**src/rtl/tsp_edu_pkg.sv**
```systemverilog
// Package with the shared widths and constants of the TSP edge distance unit.
package tsp_edu_pkg;

    localparam int COORD_BITS_DEF = 15;
    localparam int OUT_BITS       = 16;
    localparam logic [OUT_BITS-1:0] OUT_MAX = {OUT_BITS{1'b1}};

    typedef enum logic {
        METRIC_EUC = 1'b0,
        METRIC_ATT = 1'b1
    } t_metric;

endpackage

```
**src/rtl/tsp_edge_distance_unit.sv**
```systemverilog
// Pipelined TSP edge length unit with Euclidean rounded and ATT ceiling metrics.
//
// One request is accepted per cycle while o_stall is low. The depth comes from the
// integer square root, which settles one root bit per stage after the difference,
// squaring and sum stages. The metric register is written through i_cfg_wr_en and
// i_cfg_wr_data, by the user only while no request is in flight; the block does not
// enforce this. A two-entry output register and skid buffer keep the pipeline moving
// while a finished length waits to be taken; o_stall rises only when both are full.
module tsp_edge_distance_unit
    import tsp_edu_pkg::*;
#(
    parameter int COORD_BITS = COORD_BITS_DEF
) (
    input  logic                  i_clk,
    input  logic                  i_rst_n,
    input  logic                  i_cfg_wr_en,
    input  logic                  i_cfg_wr_data,
    input  logic                  i_valid,
    output logic                  o_stall,
    input  logic [COORD_BITS-1:0] i_first_x,
    input  logic [COORD_BITS-1:0] i_second_x,
    input  logic [COORD_BITS-1:0] i_first_y,
    input  logic [COORD_BITS-1:0] i_second_y,
    output logic                  o_valid,
    input  logic                  i_stall,
    output logic [OUT_BITS-1:0]   o_edge_length
);

    localparam int SQ_W = 2 * COORD_BITS;
    localparam int SW   = 2 * COORD_BITS + 1;
    localparam int TW   = SW + 5;
    localparam int RW   = COORD_BITS + 1;
    localparam int XW   = (RW + 1 > OUT_BITS + 1) ? RW + 1 : OUT_BITS + 1;
    localparam int NS   = COORD_BITS + 2;
    localparam int NP   = COORD_BITS + 4;

    t_metric                 r_metric;
    logic [NP-1:0]           r_v;
    logic                    w_en;
    logic [COORD_BITS-1:0]   r_dx;
    logic [COORD_BITS-1:0]   r_dy;
    logic [SQ_W-1:0]         r_sqx;
    logic [SQ_W-1:0]         r_sqy;
    logic [SW-1:0]           r_rem  [0:NS-1];
    logic [RW-1:0]           r_root [0:NS-1];

    logic                    w_up;
    logic [XW-1:0]           w_res;
    logic [OUT_BITS-1:0]     w_len;

    logic                    r_ov;
    logic [OUT_BITS-1:0]     r_out;
    logic                    r_sv;
    logic [OUT_BITS-1:0]     r_skid;

    assign w_en    = !r_sv;
    assign o_stall = r_sv;
    assign o_valid = r_ov;
    assign o_edge_length = r_out;

    always_ff @(posedge i_clk) begin
        if (!i_rst_n) begin
            r_metric <= METRIC_EUC;
        end else if (i_cfg_wr_en) begin
            r_metric <= t_metric'(i_cfg_wr_data);
        end
    end

    always_ff @(posedge i_clk) begin
        if (!i_rst_n) begin
            r_v <= '0;
        end else if (w_en) begin
            r_v <= {r_v[NP-2:0], i_valid};
        end
    end

    always_ff @(posedge i_clk) begin
        if (w_en) begin
            r_dx   <= (i_first_x >= i_second_x) ? i_first_x - i_second_x
                                                : i_second_x - i_first_x;
            r_dy   <= (i_first_y >= i_second_y) ? i_first_y - i_second_y
                                                : i_second_y - i_first_y;
            r_sqx  <= SQ_W'(r_dx) * SQ_W'(r_dx);
            r_sqy  <= SQ_W'(r_dy) * SQ_W'(r_dy);
            r_rem[0]  <= SW'(r_sqx) + SW'(r_sqy);
            r_root[0] <= '0;
        end
    end

    // Each stage tries the next lower root bit against the remainder, scaled by ten
    // in ATT mode so that the root becomes the largest t with 10*t*t not above the sum.
    for (genvar g = 0; g < NS - 1; g++) begin : g_sqrt
        localparam int B = COORD_BITS - g;
        logic [TW-1:0] w_base;
        logic [TW-1:0] w_trial;
        logic          w_ge;

        always_comb begin
            w_base  = (TW'(r_root[g]) << (B + 1)) | (TW'(1) << (2 * B));
            w_trial = (r_metric == METRIC_ATT) ? (w_base << 3) + (w_base << 1) : w_base;
            w_ge    = TW'(r_rem[g]) >= w_trial;
        end

        always_ff @(posedge i_clk) begin
            if (w_en) begin
                r_rem[g+1]  <= w_ge ? r_rem[g] - w_trial[SW-1:0] : r_rem[g];
                r_root[g+1] <= w_ge ? r_root[g] | (RW'(1) << B) : r_root[g];
            end
        end
    end

    always_comb begin
        if (r_metric == METRIC_ATT) begin
            w_up = r_rem[NS-1] != '0;
        end else begin
            w_up = r_rem[NS-1] > SW'(r_root[NS-1]);
        end
        w_res = XW'(r_root[NS-1]) + XW'(w_up);
        w_len = (w_res > XW'(OUT_MAX)) ? OUT_MAX : w_res[OUT_BITS-1:0];
    end

    always_ff @(posedge i_clk) begin
        if (!i_rst_n) begin
            r_ov <= 1'b0;
            r_sv <= 1'b0;
        end else if (!r_ov || !i_stall) begin
            r_ov <= r_sv || r_v[NP-1];
            r_sv <= 1'b0;
        end else if (w_en && r_v[NP-1]) begin
            r_sv <= 1'b1;
        end
    end

    always_ff @(posedge i_clk) begin
        if (!r_ov || !i_stall) begin
            r_out <= r_sv ? r_skid : w_len;
        end else if (w_en && r_v[NP-1]) begin
            r_skid <= w_len;
        end
    end

`ifndef NO_ASSERTIONS
    a_accept_loads: assert property (@(posedge i_clk) disable iff (!i_rst_n)
        i_valid && !o_stall |=> r_v[0])
        else $error("Accepted request did not enter the first stage.");

    a_skid_behind_out: assert property (@(posedge i_clk) disable iff (!i_rst_n)
        r_sv |-> r_ov)
        else $error("Skid buffer holds a result while the output register is empty.");

    a_skid_stalls: assert property (@(posedge i_clk) disable iff (!i_rst_n)
        r_sv && i_stall |=> r_sv && $stable(r_skid))
        else $error("Skid buffer changed while the output was stalled.");

    a_euc_remainder: assert property (@(posedge i_clk) disable iff (!i_rst_n)
        r_v[NP-1] && r_metric == METRIC_EUC
            |-> r_rem[NS-1] <= SW'({r_root[NS-1], 1'b0}))
        else $error("Square root remainder exceeds twice the root.");
`endif

endmodule

```
**config.mk**
```make
export PLATFORM = sky130hd
export DESIGN_NAME = tsp_edge_distance_unit
export DESIGN_NICKNAME = d
export VERILOG_FILES = /design/src/rtl/tsp_edu_pkg.sv /design/src/rtl/tsp_edge_distance_unit.sv
export SDC_FILE = /design/constraint.sdc
export NUM_CORES = 2
export LEC_CHECK = 0
export BUFFER_PORTS_ARGS = -buffer_cell sky130_fd_sc_hd__buf_2
export CORE_MARGIN = 10
export CORE_UTILIZATION = 41
export CTS_CLUSTER_SIZE = 30
export DETAILED_ROUTE_END_ITERATION = 10
export HOLD_SLACK_MARGIN = 0.06
export MAX_ROUTING_LAYER = met4
export PLACE_DENSITY = 0.57
export SYNTH_ARGS = -nofsm -noshare
export SYNTH_HDL_FRONTEND = slang
export SYNTH_SLANG_ARGS = --single-unit
```
**constraint.sdc**
```tcl
create_clock -name i_clk -period 56.8 [get_ports i_clk]
set_input_delay 5.68 -clock i_clk [delete_from_list [all_inputs] [get_ports i_clk]]
set_output_delay 5.68 -clock i_clk [all_outputs]
set_load 0.01 [all_outputs]
```
==> run_summary.xml <==
<?xml version="1.0" encoding="UTF-8"?>
<metrics>
  <group name="setup_path">
    <metric name="worstPathRequired" unit="ns">57.24</metric>
    <metric name="critPathLaunchType" unit="">primary input</metric>
    <metric name="critPathLaunch" unit="">i_first_x[6]</metric>
    <metric name="cp.arrival" unit="ns">8.95</metric>
    <metric name="setup.worst_path.class" unit="">in -&gt; reg</metric>
    <metric name="top_fanout_value_on_the_critical_path" unit="">20</metric>
    <metric name="critical_path.endpoint_type" unit="">flop</metric>
    <metric name="timing.rr.start" unit="">r_dy[11]</metric>
  </group>
  <group name="drt">
    <metric name="post_drt_via_cell_ratio" unit="">5.32</metric>
    <metric name="final_ant_viol_nets" unit="">0</metric>
    <metric name="avgRoutedWirePerCell" unit="um">18.4</metric>
    <metric name="first_pass_iters" unit="">5</metric>
    <metric name="detailroute.via_count" unit="">41421</metric>
    <metric name="routed_wirelength" unit="um">143000</metric>
    <metric name="detailedRoute.firstIterationViolations" unit="">2350</metric>
    <metric name="detail_route.drc_violations" unit="">0</metric>
  </group>
  <group name="run">
    <metric name="max_cap_violations" unit="">0</metric>
  </group>
  <group name="logic_synthesis">
    <metric name="synth_top_flop_cell" unit="">edfxtp_1</metric>
    <metric name="syn-num-nets" unit="">6638</metric>
    <metric name="async_flop_share" unit="">0</metric>
    <metric name="synthesis.area_per_instance" unit="um2">10.7</metric>
    <metric name="netlist-cell-type-count" unit="">99</metric>
    <metric name="synthesis.area" unit="um2">60600</metric>
    <metric name="ys_warn_count" unit="">0</metric>
    <metric name="ys_ff_latch" unit="">805</metric>
    <metric name="synth_sequential_area_ratio" unit="">0.395</metric>
    <metric name="synthCells" unit="">5683</metric>
    <metric name="number_of_enable_type_register_cells_in_the_synthesized_netlist" unit="">783</metric>
  </group>
  <group name="clock_network">
    <metric name="cts_sinks" unit="">805</metric>
    <metric name="post_cts_sizing" unit="">0</metric>
    <metric name="post_cts.repair.setup_buffers" unit="">0</metric>
    <metric name="cts_root_buffer" unit="">clkbuf_16</metric>
    <metric name="ctsHoldBuffers" unit="">0</metric>
    <metric name="tritoncts.num_buffers" unit="">95</metric>
    <metric name="number_of_h_tree_levels" unit="">3</metric>
    <metric name="clock_path_buffers" unit="">3</metric>
    <metric name="tritoncts" unit="">done</metric>
    <metric name="clock_latency" unit="ns">0.72</metric>
    <metric name="clk_pin_slew" unit="ns">0.06</metric>
  </group>
  <group name="sta">
    <metric name="rsz_0062_raised_after_global_routing" unit="">false</metric>
    <metric name="max_slew.worst_pin.slew" unit="ns">1.17</metric>
    <metric name="fmaxAchievable" unit="MHz">118</metric>
    <metric name="final-max-slew-violation-count" unit="">0</metric>
    <metric name="finalWorstPathRequiredPeriod" unit="ns">8.51</metric>
    <metric name="timing.setup.tns" unit="ns">0</metric>
    <metric name="hold_viol_final" unit="">0</metric>
    <metric name="setup_viol" unit="">0</metric>
    <metric name="relSlewSlack" unit="">0.223</metric>
    <metric name="finalCritPeriodShare" unit="">0.150</metric>
    <metric name="timing.clock.skew" unit="ns">0.0424</metric>
  </group>
  <group name="placed_design">
    <metric name="placed_cells" unit="">7602</metric>
    <metric name="finalWeightedCongestion" unit="">0.881</metric>
    <metric name="hpwlAfterDp" unit="um">111000</metric>
    <metric name="io_buffers" unit="">83</metric>
  </group>
  <group name="floorplan">
    <metric name="floorplan.initialDensity" unit="">0.412</metric>
    <metric name="die_x" unit="um">405</metric>
    <metric name="coreArea" unit="um2">147000</metric>
    <metric name="row_count" unit="">141</metric>
    <metric name="ioPinCount" unit="">84</metric>
    <metric name="dieHeight" unit="um">405</metric>
    <metric name="fp.dieArea" unit="um2">164000</metric>
  </group>
  <group name="outcome">
    <metric name="run_status" unit="">complete, no violations</metric>
  </group>
  <group name="grt">
    <metric name="pin_count_of_the_biggest_net_entering_global_routing" unit="">192</metric>
    <metric name="groute.usage.overall" unit="">0.179</metric>
    <metric name="antenna_found_initial" unit="">2</metric>
    <metric name="overflow" unit="">0</metric>
    <metric name="grt_first_pass_wirelength" unit="um">229000</metric>
    <metric name="first_global_vias" unit="">41926</metric>
  </group>
  <group name="final_layout">
    <metric name="final_cell_count_no_fill" unit="">7781</metric>
    <metric name="filler_cell_count" unit="">13725</metric>
    <metric name="post_route_cells_drive_above_1_share" unit="">0.0711</metric>
    <metric name="syn2layout_area_growth" unit="%">9.42</metric>
    <metric name="nNetsFinal" unit="">6724</metric>
  </group>
  <group name="min_path">
    <metric name="holdCritStartpoint" unit="">r_rem[0][40]</metric>
    <metric name="timing.hold.worst.class" unit="">reg -&gt; reg</metric>
  </group>
</metrics>
-- registers in the layout (all words and copies together) (netlist names) --
| signal | cells |
|---|---|
| o_edge_length | 16 |
| o_stall | 1 |
| o_valid | 1 |
| r_dx | 15 |
| r_dy | 15 |
| r_metric | 1 |
| r_rem | 527 |
| r_root | 136 |
| r_skid | 16 |
| r_sqx | 29 |
| r_sqy | 29 |
| r_v | 19 |
-- final cells by class --
class | count | area (um2) | share of cell area
multi-input combinational | 4092 | 33700 | 0.508
sequential | 805 | 24000 | 0.361
clock buffer | 117 | 2540 | 0.0384
inverter | 667 | 2510 | 0.0379
tap | 1930 | 2410 | 0.0364
clock inverter | 61 | 617 | 0.00930
timing repair buffer | 108 | 616 | 0.00928
antenna | 1 | 2.50 | 0.0000377
-- routing by layer --
metal	global-route usage	routed length (um)	vias to the layer above	part of all wire
li1	-	-	20453	-
met1	0.220	62900	20140	0.44
met2	0.312	72500	641	0.51
met3	0.0189	4580	187	0.032
met4	0.0471	3250	0	0.023
met5	-	0	-	0
-- logic make-up after synthesis --
family,after synthesis,synth area share
simple gates,1487,0.123
compound gates,1125,0.120
fa+ha+maj,889,0.220
flops,805,0.395
buf+inv,786,0.0501
xor+xnor,387,0.0559
mux,204,0.0355
-- worst max-delay path, stage by stage --
cell,delay (ns)
buf_2,0.10
inv_1,0.04
ha_1,0.52
nand4_2,0.20
or4_4,0.63
a21oi_4,0.23
a311o_2,0.51
mux2_2,0.43
or3b_1,0.35
o21ai_1,0.15
xnor2_1,0.07
-- final timing paths --
check                      end  slack [ns]  cells after the start
hold / removal    r_rem[0][71]        0.43                      0
setup / recovery      r_dx[12]       48.29                     11
hold reg to reg   r_rem[0][71]        0.43                      0
setup reg to reg     r_sqy[25]       49.62                     21
-- cell usage in the layout, fill, tap and decap left out, types with 96 or more instances in the layout --
cell / synthesis / final
a21oi_1: 313 / 313
inv_1: 664 / 663
edfxtp_1: 783 / 783
xor2_1: 138 / 138
nand2_1: 424 / 424
xnor2_1: 249 / 249
nor3_1: 96 / 96
mux2i_1: 118 / 118
a21o_1: 131 / 131
and2_1: 111 / 111
nor2_1: 317 / 317
fa_1: 293 / 293
ha_1: 596 / 596
o21ai_0: 251 / 251
clkbuf_16: 0 / 99
-- per-stage QoR --
step | area, um2 | worst slack (ns) | hold slack (ns) | utilization
global placement | 63200 | 47.55 | 0.424 | 0.429
floorplan | 60600 | 32.83 | 0.417 | -
detailed placement | 63200 | 47.62 | 0.427 | 0.429
CTS | 66300 | 48.34 | 0.420 | 0.450
finish | 66300 | 48.29 | 0.432 | 0.450
global route | 66300 | 48.14 | 0.444 | 0.450
-- synthesized netlist by cell type (all sizes together) (73+ instances only) --
cell type	n	share of area
nor2b	96	0.010
a21o	131	0.016
mux2	86	0.016
edfxtp	783	0.39
nor3	98	0.0083
a21oi	315	0.026
xor2	138	0.020
and2	111	0.011
o21ai	260	0.022
nand4	75	0.0078
fa	293	0.097
clkbuf	75	0.0046
xnor2	249	0.036
mux2i	118	0.019
nand3	73	0.0060
nor2	317	0.020
ha	596	0.12
nand2	424	0.026
nor4	75	0.0080
inv	667	0.041
Power is not shown: default switching activity piles up to over one toggle a cycle in this logic, so the estimate is an artifact.
